File: config.mk
export PLATFORM = sky130hd
export DESIGN_NAME = double_ended_queue_unit_flat
export DESIGN_NICKNAME = d
export VERILOG_FILES = /design/src/hw/rtl/deq_pkg.sv /design/src/hw/rtl/deq_in_if.sv /design/src/hw/rtl/deq_out_if.sv /design/src/hw/rtl/deq_ctrl.sv /design/src/hw/rtl/deq_datapath.sv /design/src/hw/rtl/double_ended_queue_unit.sv /design/src/flat_wrapper.sv
export SDC_FILE = /design/constraint.sdc
export NUM_CORES = 1
export LEC_CHECK = 0
export BUFFER_PORTS_ARGS = -buffer_cell sky130_fd_sc_hd__buf_4
export CAP_MARGIN = 20
export CELL_PAD_IN_SITES_DETAIL_PLACEMENT = 0
export CELL_PAD_IN_SITES_GLOBAL_PLACEMENT = 1
export CORE_ASPECT_RATIO = 1.2
export CORE_MARGIN = 4
export CORE_UTILIZATION = 47
export DETAILED_ROUTE_END_ITERATION = 8
export HOLD_SLACK_MARGIN = 0.15
export PLACE_DENSITY = 0.79
export SYNTH_ARGS = -nofsm -noshare
export SYNTH_HDL_FRONTEND = slang
export SYNTH_SLANG_ARGS = --single-unit
File: constraint.sdc
create_clock -name clk_i -period 3 [get_ports clk_i]
set_input_delay 0.6 -clock clk_i [delete_from_list [all_inputs] [get_ports clk_i]]
set_output_delay 0.6 -clock clk_i [all_outputs]
set_load 0.05 [all_outputs]
File: src/hw/rtl/deq_pkg.sv
// Shared codes and types of the double-ended queue unit.
package deq_pkg;

  // Request codes; the remaining two codes of the field do nothing.
  localparam logic [2:0] FUNC_PUSH_FRONT = 3'd0;
  localparam logic [2:0] FUNC_PUSH_REAR  = 3'd1;
  localparam logic [2:0] FUNC_POP_FRONT  = 3'd2;
  localparam logic [2:0] FUNC_POP_REAR   = 3'd3;
  localparam logic [2:0] FUNC_PEEK_FRONT = 3'd4;
  localparam logic [2:0] FUNC_PEEK_REAR  = 3'd5;

  localparam logic [1:0] STATUS_OK    = 2'd0;
  localparam logic [1:0] STATUS_EMPTY = 2'd1;
  localparam logic [1:0] STATUS_FULL  = 2'd2;

  typedef enum logic [1:0] {
    ST_IDLE = 2'b01,
    ST_RESP = 2'b10
  } ctrl_state_e;

  // Command from the controller to the datapath.
  typedef struct packed {
    logic load;
  } deq_cmd_t;

endpackage

File: src/hw/rtl/deq_in_if.sv
// Request channel of the double-ended queue unit.
interface deq_in_if #(
  parameter int unsigned DATA_WIDTH = 8
);
  logic                  valid;
  logic                  ready;
  logic [2:0]            func;
  logic [DATA_WIDTH-1:0] push_value;

  modport source (output valid, output func, output push_value, input ready);
  modport sink (input valid, input func, input push_value, output ready);
endinterface

File: src/hw/rtl/deq_out_if.sv
// Response channel of the double-ended queue unit.
interface deq_out_if #(
  parameter int unsigned DATA_WIDTH  = 8,
  parameter int unsigned COUNT_WIDTH = 5
);
  logic                   valid;
  logic                   ready;
  logic [1:0]             status;
  logic [DATA_WIDTH-1:0]  read_value;
  logic [COUNT_WIDTH-1:0] fill_count;

  modport source (output valid, output status, output read_value, output fill_count,
                  input ready);
  modport sink (input valid, input status, input read_value, input fill_count,
                output ready);
endinterface

File: src/hw/rtl/deq_ctrl.sv
// Handshake controller of the double-ended queue unit.
module deq_ctrl (
  input  logic              clk_i,
  input  logic              rst_ni,
  input  logic              in_valid_i,
  output logic              in_ready_o,
  output logic              out_valid_o,
  input  logic              out_ready_i,
  output deq_pkg::deq_cmd_t cmd_o
);

  deq_pkg::ctrl_state_e state_q, state_d;

  assign in_ready_o  = (state_q == deq_pkg::ST_IDLE);
  assign out_valid_o = (state_q == deq_pkg::ST_RESP);
  assign cmd_o.load  = in_valid_i && in_ready_o;

  always_comb begin
    state_d = state_q;
    case (state_q)
      deq_pkg::ST_IDLE: begin
        if (cmd_o.load) state_d = deq_pkg::ST_RESP;
      end
      deq_pkg::ST_RESP: begin
        // hold the result until the receiver takes the beat
        if (out_ready_i) state_d = deq_pkg::ST_IDLE;
      end
      default: state_d = deq_pkg::ST_IDLE;
    endcase
  end

  always_ff @(posedge clk_i or negedge rst_ni) begin
    if (!rst_ni) begin
      state_q <= deq_pkg::ST_IDLE;
    end else begin
      state_q <= state_d;
    end
  end

endmodule

File: src/hw/rtl/deq_datapath.sv
// Slot memory, positions, count and result registers of the double-ended queue.
module deq_datapath #(
  parameter int unsigned DEPTH      = 16,
  parameter int unsigned DATA_WIDTH = 8,
  parameter int unsigned CNT_W      = 5
) (
  input  logic                  clk_i,
  input  logic                  rst_ni,
  input  deq_pkg::deq_cmd_t     cmd_i,
  input  logic [2:0]            func_i,
  input  logic [DATA_WIDTH-1:0] push_value_i,
  output logic [1:0]            status_o,
  output logic [DATA_WIDTH-1:0] read_value_o,
  output logic [CNT_W-1:0]      fill_count_o
);

  localparam int unsigned PtrW = (DEPTH > 1) ? $clog2(DEPTH) : 1;
  localparam logic [PtrW-1:0]  LastPtr = PtrW'(DEPTH - 1);
  localparam logic [PtrW-1:0]  ZeroPtr = '0;
  localparam logic [PtrW-1:0]  OnePtr  = PtrW'(1);
  localparam logic [CNT_W-1:0] FullCnt = CNT_W'(DEPTH);
  localparam logic [CNT_W-1:0] OneCnt  = CNT_W'(1);

  logic [DATA_WIDTH-1:0] mem_q [DEPTH];

  logic [PtrW-1:0]  front_q, front_d, rear_q, rear_d;
  logic [CNT_W-1:0] count_q, count_d;
  logic [PtrW-1:0]  front_prev, front_next, rear_prev, rear_next;
  logic [PtrW-1:0]  addr;
  logic             wr_en, rd_ok;
  logic [1:0]       status_d;

  logic [1:0]            status_q;
  logic                  rd_ok_q;
  logic [DATA_WIDTH-1:0] rdata_q;

  assign front_prev = (front_q == ZeroPtr) ? LastPtr : front_q - OnePtr;
  assign front_next = (front_q == LastPtr) ? ZeroPtr : front_q + OnePtr;
  assign rear_prev  = (rear_q == ZeroPtr) ? LastPtr : rear_q - OnePtr;
  assign rear_next  = (rear_q == LastPtr) ? ZeroPtr : rear_q + OnePtr;

  always_comb begin
    logic is_push, is_read, full, empty;
    is_push  = (func_i == deq_pkg::FUNC_PUSH_FRONT) || (func_i == deq_pkg::FUNC_PUSH_REAR);
    is_read  = (func_i == deq_pkg::FUNC_POP_FRONT) || (func_i == deq_pkg::FUNC_POP_REAR) ||
               (func_i == deq_pkg::FUNC_PEEK_FRONT) || (func_i == deq_pkg::FUNC_PEEK_REAR);
    full     = (count_q == FullCnt);
    empty    = (count_q == '0);
    front_d  = front_q;
    rear_d   = rear_q;
    count_d  = count_q;
    addr     = front_q;
    wr_en    = 1'b0;
    rd_ok    = 1'b0;
    status_d = deq_pkg::STATUS_OK;
    if (is_push && full) begin
      status_d = deq_pkg::STATUS_FULL;
    end else if (is_read && empty) begin
      status_d = deq_pkg::STATUS_EMPTY;
    end else begin
      case (func_i)
        deq_pkg::FUNC_PUSH_FRONT: begin
          addr    = front_prev;
          front_d = front_prev;
          wr_en   = 1'b1;
          count_d = count_q + OneCnt;
        end
        deq_pkg::FUNC_PUSH_REAR: begin
          addr    = rear_q;
          rear_d  = rear_next;
          wr_en   = 1'b1;
          count_d = count_q + OneCnt;
        end
        deq_pkg::FUNC_POP_FRONT: begin
          addr    = front_q;
          front_d = front_next;
          rd_ok   = 1'b1;
          count_d = count_q - OneCnt;
        end
        deq_pkg::FUNC_POP_REAR: begin
          addr    = rear_prev;
          rear_d  = rear_prev;
          rd_ok   = 1'b1;
          count_d = count_q - OneCnt;
        end
        deq_pkg::FUNC_PEEK_FRONT: begin
          addr  = front_q;
          rd_ok = 1'b1;
        end
        deq_pkg::FUNC_PEEK_REAR: begin
          addr  = rear_prev;
          rd_ok = 1'b1;
        end
        default: ;
      endcase
    end
  end

  always_ff @(posedge clk_i or negedge rst_ni) begin
    if (!rst_ni) begin
      front_q <= '0;
      rear_q  <= '0;
      count_q <= '0;
    end else if (cmd_i.load) begin
      front_q <= front_d;
      rear_q  <= rear_d;
      count_q <= count_d;
    end
  end

  // Single-port slot memory with registered read.
  always_ff @(posedge clk_i) begin
    if (cmd_i.load) begin
      if (wr_en) mem_q[addr] <= push_value_i;
      rdata_q  <= mem_q[addr];
      rd_ok_q  <= rd_ok;
      status_q <= status_d;
    end
  end

  assign status_o     = status_q;
  assign read_value_o = rd_ok_q ? rdata_q : '0;
  assign fill_count_o = count_q;

endmodule

File: src/hw/rtl/double_ended_queue_unit.sv
// Double-ended queue unit: bounded deque of data words on a circular slot memory.
//
// Requests arrive on in_i (func, push_value); every request yields exactly one
// response beat on out_o (status, read_value, fill_count). Both channels use a
// valid/ready handshake; a beat moves when valid and ready are high at a clock edge.
// func: push front, push rear, pop front, pop rear, peek front, peek rear.
// A push to a full deque answers full, a pop or peek on an empty one answers
// empty; neither changes the contents. read_value is zero unless a word was read.
// The response is valid in the cycle after the request is taken.
// The unit handles one request at a time and takes no new one until the response
// has been taken; the slot memory is accessed once at the acceptance edge and its
// registered read data forms the response in the next cycle.
// While the receiver stalls, the response is held and no new request is taken.
// Reset empties the deque (positions and count to zero); slot contents are
// left as they are and are only read after being written.
module double_ended_queue_unit #(
  parameter int unsigned DEPTH      = 16,
  parameter int unsigned DATA_WIDTH = 8
) (
  input logic       clk_i,
  input logic       rst_ni,
  deq_in_if.sink    in_i,
  deq_out_if.source out_o
);

  localparam int unsigned CntW = $clog2(DEPTH + 1);

  deq_pkg::deq_cmd_t cmd;

  deq_ctrl u_ctrl (
    .clk_i       (clk_i),
    .rst_ni      (rst_ni),
    .in_valid_i  (in_i.valid),
    .in_ready_o  (in_i.ready),
    .out_valid_o (out_o.valid),
    .out_ready_i (out_o.ready),
    .cmd_o       (cmd)
  );

  deq_datapath #(
    .DEPTH      (DEPTH),
    .DATA_WIDTH (DATA_WIDTH),
    .CNT_W      (CntW)
  ) u_datapath (
    .clk_i        (clk_i),
    .rst_ni       (rst_ni),
    .cmd_i        (cmd),
    .func_i       (in_i.func),
    .push_value_i (in_i.push_value),
    .status_o     (out_o.status),
    .read_value_o (out_o.read_value),
    .fill_count_o (out_o.fill_count)
  );

endmodule
File: src/flat_wrapper.sv
// flat-port wrapper written by rule: the top's interface ports become plain ports
module double_ended_queue_unit_flat 
#(
  parameter int unsigned DEPTH      = 16,
  parameter int unsigned DATA_WIDTH = 8
)
  (clk_i, rst_ni, in_i_valid, in_i_func, in_i_push_value, in_i_ready, out_o_valid, out_o_status, out_o_read_value, out_o_fill_count, out_o_ready);
  deq_in_if #(.DATA_WIDTH(DATA_WIDTH)) in_i_i ();
  deq_out_if #(.DATA_WIDTH(DATA_WIDTH)) out_o_i ();
  input logic clk_i;
  input logic rst_ni;
  input wire logic [$bits(in_i_i.valid)-1:0] in_i_valid;
  input wire logic [$bits(in_i_i.func)-1:0] in_i_func;
  input wire logic [$bits(in_i_i.push_value)-1:0] in_i_push_value;
  output wire logic [$bits(in_i_i.ready)-1:0] in_i_ready;
  output wire logic [$bits(out_o_i.valid)-1:0] out_o_valid;
  output wire logic [$bits(out_o_i.status)-1:0] out_o_status;
  output wire logic [$bits(out_o_i.read_value)-1:0] out_o_read_value;
  output wire logic [$bits(out_o_i.fill_count)-1:0] out_o_fill_count;
  input wire logic [$bits(out_o_i.ready)-1:0] out_o_ready;
  assign in_i_i.valid = in_i_valid;
  assign in_i_i.func = in_i_func;
  assign in_i_i.push_value = in_i_push_value;
  assign in_i_ready = in_i_i.ready;
  assign out_o_valid = out_o_i.valid;
  assign out_o_status = out_o_i.status;
  assign out_o_read_value = out_o_i.read_value;
  assign out_o_fill_count = out_o_i.fill_count;
  assign out_o_i.ready = out_o_ready;
  double_ended_queue_unit #(.DEPTH(DEPTH), .DATA_WIDTH(DATA_WIDTH)) u_core (.clk_i(clk_i), .rst_ni(rst_ni), .in_i(in_i_i), .out_o(out_o_i));
endmodule
# == After elaboration in Yosys (flattened, before gate mapping) ==
# Memory sizes are Yosys's and may differ from the RTL's. A register that Yosys moved wholly into a read port is not among the register bits.
# Index checks and enable logic that the tools add are counted.
# word_totals
reg_bits,18
mem_bits_rw,128
elab_cells,72
mem_count,1
# op_classes
add_sub_neg,6
eq_ne,12
n_mux,22
bitwise_logic,2
reduce_logical,23
# memory_table
name,depth,word_bits,rd,rd_ports_with_merged_regs,write_ports,line_no,text
u_core.u_datapath.mem_q,16,8,1,1,1,deq_datapath.sv:24,logic [DATA_WIDTH-1:0] mem_q [DEPTH];
# ops
operator,n
$mux W4,6
$pmux W4 S2,2
$pmux W4 S3,1
$reduce_and A4 Y1,3
$pmux W5 S2,1
$add A4 B1 Y4 const B,2
$eq A4 B4 Y1 const B,2
$logic_not A4 Y1,2
$mux W1,8
$mux W8,1
$reduce_or A2 Y1,4
$sub A4 B1 Y4 const B,2
$eq A3 B2 Y1 const B,2
$eq A3 B3 Y1 const B,2
$reduce_bool A2 Y1,3
$add A5 B1 Y5 const B,1
$eq A5 B5 Y1 const B,1
$logic_not A5 Y1,1
$sub A5 B1 Y5 const B,1
$logic_or A1 B1 Y1,4
$mux W2,2
$ne A2 B1 Y1 const B,2
$pmux W2 S2,1
$reduce_or A4 Y1,1
7 further kinds,10

# == Logic depth before layout (Yosys ltp) ==
# depth
word_depth,10
depth_mapped,11
mapped_depth_nobuf,9

# == Modules after synthesis ==
# A second synthesis with hierarchy kept.
# unflattened
hier_cells,533
area_unflattened_um2,6735.2
# modules_own_cells
mod,n_inst,cells_per_inst,area_per_inst_um2,seq_area_each_um2
deq_datapath,1,525,6646.4,4499.3
deq_ctrl,1,8,88.8,51.3

# == Least setup slack after synthesis ==
# Ideal clock, no wire load.
# synth_timing
kind,reg2reg
start,register u_core.u_datapath.count_q[3] (netlist: u_core.u_datapath.fill_count_o[3])
end,memory u_core.u_datapath.mem_q[0][0] (enable)
setup_time_ps,373
arrival_ps,3148
t_required_ps,2627
slack_ps,-521
path_stages_with_launch,9
path_cell_list,dfrtp_1 -> or4_4 -> nor3_4 -> a211o_1 -> buf_6 -> mux2i_1 -> clkbuf_1 -> nand3_1 -> nor2b_1
# synth_between
elab_chain_len,7
# synth_lines
element,line_no,text
start: declaration,deq_datapath.sv:27,"logic [CNT_W-1:0] count_q, count_d;"
start signal: assignment,deq_datapath.sv:107,count_q <= count_d;
$logic_not A5 Y1,deq_datapath.sv:48,empty = (count_q == '0);
$logic_and A1 B1 Y1,deq_datapath.sv:58,end else if (is_read && empty) begin
$mux W1,deq_datapath.sv:58,
$mux W1,deq_datapath.sv:56,if (is_push && full) begin
$mux W1,deq_datapath.sv:114,if (wr_en) mem_q[addr] <= push_value_i;
$mux W1,deq_datapath.sv:113,if (cmd_i.load) begin
$mux W1 (not written as such),deq_datapath.sv:114,
end: declaration,deq_datapath.sv:24,
# Parallel ways exist; a longest one is shown, timed or not.

# == Worst setup path in the final report ==
# layout_timing
start,register u_core.u_datapath.count_q[0] (netlist: u_core.u_datapath.fill_count_o[0])
end,"register u_core.u_datapath.rdata_q[2], read port of u_core.u_datapath.mem_q (data pin)"
# layout_between
elab_chain_len,4
# layout_lines
element,line_no,text
$logic_not A5 Y1,deq_datapath.sv:48,
$logic_and A1 B1 Y1,deq_datapath.sv:58,
$mux W4,deq_datapath.sv:58,
$mux W4 *,deq_datapath.sv:56,
end: declaration,deq_datapath.sv:35,logic [DATA_WIDTH-1:0] rdata_q;
# Mark *: on every way between the ends. The rest lies on a longest branch, timed or not.
# A chain may end at the register's enable or synchronous reset.

==> reports/qor.csv <==
metric,value,unit
family with the most delay on the worst path,multiplexers,
critical setup path kind,reg -> reg,
Seq cells post-synth,154,
clock share of power,26.4,%
DRC viols,0,
Gate Count Post-Synth,411,
PwrDens,898,nW/um^2
TritonCTS buffer count,17,
Yosys cell types,52,
HP Class,in -> reg,
Synthesized Nets,434,
worst hold slack,426,ps
Post-Route WL,14500,microns
Final Hold Viols,0,
clk sink count,154,
DR vias,3912,
Comb power frac,38.3,%
yosys warns,0,
"Arr. time, crit path",3140,ps
die width,117,microns
Setup Skew,9.58,ps
CP endpoint kind,flip-flop,
Final ANT Viol Nets,0,
CTS clock-pin slew for the worst setup and hold paths,70,ps
Area Overhead vs Synth,27.5,%
GRT Total Usage,18.9,%
Internal,5.01,mW
Worst EP required,3170,ps
dominant synthesized flop cell,edfxtp_1,
die area,16100,sq um
gpl congestion,0.846,
Psw,2.59,mW
max incr delay on CP,570,ps
Mapped Avg Cell Area,16.2,sq um
number of fill cells,983,
drt via density,5.72,
Max-slew headroom,65.4,%
synthesized area,6640,sq um
H-tree levels,4,
Finished Cell Area,8470,sq um
highest-delay cell along the critical path,or4_4,
leakage power,2.99,nW
"commonest cells after routing, fill and taps aside","edfxtp_1, buf_4, mux4_2, clkbuf_16, o21ai_0",
dpl hpwl,9680,microns
Setup Viol. Count Final,0,
crit-path cells,or4_4 -> o21ai_2 -> a211o_1 -> mux2i_4 -> buf_12 -> buf_12 -> mux4_2 -> o22ai_2 -> a211oi_2,
total grt overflow,0,
min Tclk post-route,2970,ps
Initial Utilization,48.1,%
Slew @ Worst Pin,511,ps
Final Non-Filler Cells,684,
Post-synth ARST share,9.74,%
NumNets Final,523,
Rows,47,
"commonest non-fill, non-tap cell in the layout",edfxtp_1,
Root Buffer,clkbuf_16,
wire per inst,21.1,microns
antenna violations before repair,0,
port bufs,31,
setup repair after global routing missed its margin,true,
fraction of layout cells with a size suffix above 1,38.8,%
sequential area share after synthesis,68.5,%
outcome,completed,
Buf/Inv on CP,2,
MaxCap Viol Count,0,
CP startpoint kind,flip-flop,
drt pass-1 iters,5,
Max VDD drop,0.000655,V
Clock Latency Late Sink,420,ps
die extent in y,138,microns
ant diodes,0,
placed cell area,7600,sq um
final-report max-slew violation count,0,
crit path max fanout,6,
I/O Pins,32,
Final period util,99.0,%
Achievable Freq,0.337,GHz
maximum clock path buffer count,2,
switching share of power,34.1,%
first-pass GRT wire length,22500,microns
largest net degree at the start of global routing,17,
CORE AREA,13800,sq um
sequential group share of total power,35.3,%
number of flops mapped to enable cells by yosys,139,
vias in the first global route,3962,
Placed Cells,638,
CTS tree,yes,
"most used cell, CP",buf_12,
DRT iter0 DRCs,333,
-- state kept, by name, summed over array words and instances (netlist names) --
name                            flops
u_core.u_ctrl.state_q               2
u_core.u_datapath.fill_count_o      5
u_core.u_datapath.front_q           4
u_core.u_datapath.mem_q           128
u_core.u_datapath.rd_ok_q           1
u_core.u_datapath.rdata_q           8
u_core.u_datapath.rear_q            4
u_core.u_datapath.status_o          2
-- metal layers --
| metal | vias to the layer above | part of all wire (%) | global-route usage, % |
|---|---|---|---|
| met1 | 1983 | 40 | 24.7 |
| met2 | 120 | 52 | 30.9 |
| met5 | - | 0 | 0 |
| met3 | 20 | 5.5 | 4.28 |
| met4 | 0 | 2.1 | 7.13 |
| li1 | 1789 | - | - |
-- layout make-up --
cell class              count  area (sq um)  share of cell area [%]
repair buffers             90           930                    11.0
flip-flops and latches    154          4560                    53.8
multi-input cells         224          2170                    25.6
inverters                  13          48.8                   0.576
clock inverters            15           128                    1.51
clock buffers              17           425                    5.02
well taps                 171           214                    2.53
-- logic make-up after synthesis --
group	synth area share, %
compound gates	6.61
fa+ha+maj	1.62
mux	12.7
xor+xnor	1.45
simple gates	6.57
buf+inv	2.52
flops	68.5
-- metrics by stage --
step	TNS, ps	setup slack [ps]	util [%]	total power, mW
6_report	0	31.1	61.3	7.60
2_1_floorplan	-18470	-241	-	4.53
3_3_place_gp	-2710	-175	55.0	5.29
5_1_grt	-1090	-79.9	61.3	7.96
4_1_cts	0	3.30	60.1	7.53
3_5_place_dp	-3350	-205	55.0	5.34
-- worst register-to-register path, delay by kind of cell, from the launching register on --
family          cells  cell delay [ps]
mux                 2              770
compound gates      4              680
simple gates        1              570
flops               1              400
buf+inv             2              300
-- Yosys cell counts (all sizes together) (3+ instances only) --
library cell / number / area, sq um
edfxtp: 139 / 4170
nor2: 31 / 116
mux4: 24 / 541
o21ai: 19 / 95.1
mux2i: 18 / 193
nand2: 15 / 56.3
dfrtp: 14 / 350
inv: 13 / 48.8
a21oi: 10 / 50.1
buf: 10 / 81.3
clkbuf: 10 / 37.5
mux2: 10 / 113
xnor2: 10 / 87.6
and2: 9 / 56.3
nor2b: 9 / 56.3
a211oi: 8 / 60.1
o22ai: 8 / 50.1
ha: 7 / 87.6
a31oi: 5 / 31.3
nand2b: 4 / 25.0
nand3b: 3 / 22.5
nor3: 3 / 26.3
-- power groups by stage --
stage	Clock (mW)	Combinational [mW]	Sequential, mW
after CTS	2.04	2.82	2.68
final	2.01	2.91	2.68
after floorplan	0	1.72	2.81
after global placement	0	2.58	2.71
after global routing	2.14	3.12	2.70
after detailed placement	0	2.62	2.73
-- final timing paths --
kind | depth (start not counted) | slack [ps] | endpoint | start
max | 9 | 30 | u_core.u_datapath.rdata_q[2] | u_core.u_datapath.fill_count_o[0]
min | 2 | 430 | u_core.u_ctrl.state_q[1] | out_o_ready
max reg2reg | 9 | 30 | u_core.u_datapath.rdata_q[2] | u_core.u_datapath.fill_count_o[0]
min reg2reg | 1 | 580 | u_core.u_datapath.fill_count_o[3] | u_core.u_datapath.fill_count_o[3]
max in group asynchronous | 2 | 2180 | u_core.u_ctrl.state_q[0] | rst_ni
min in group asynchronous | 2 | 570 | u_core.u_ctrl.state_q[1] | rst_ni
-- repair_timing --
item | 4_1_cts | 5_1_grt
hold buffers | 1 | 0
endpoints found under the hold margin | 14 | 0
gates cloned | 1 | 1
gates resized for setup | 14 | 12
pin swaps | 2 | 4
setup buffers | 4 | 7
setup endpoints to repair | 54 | 72
No activity file was read; power rests on OpenSTA's default activity.
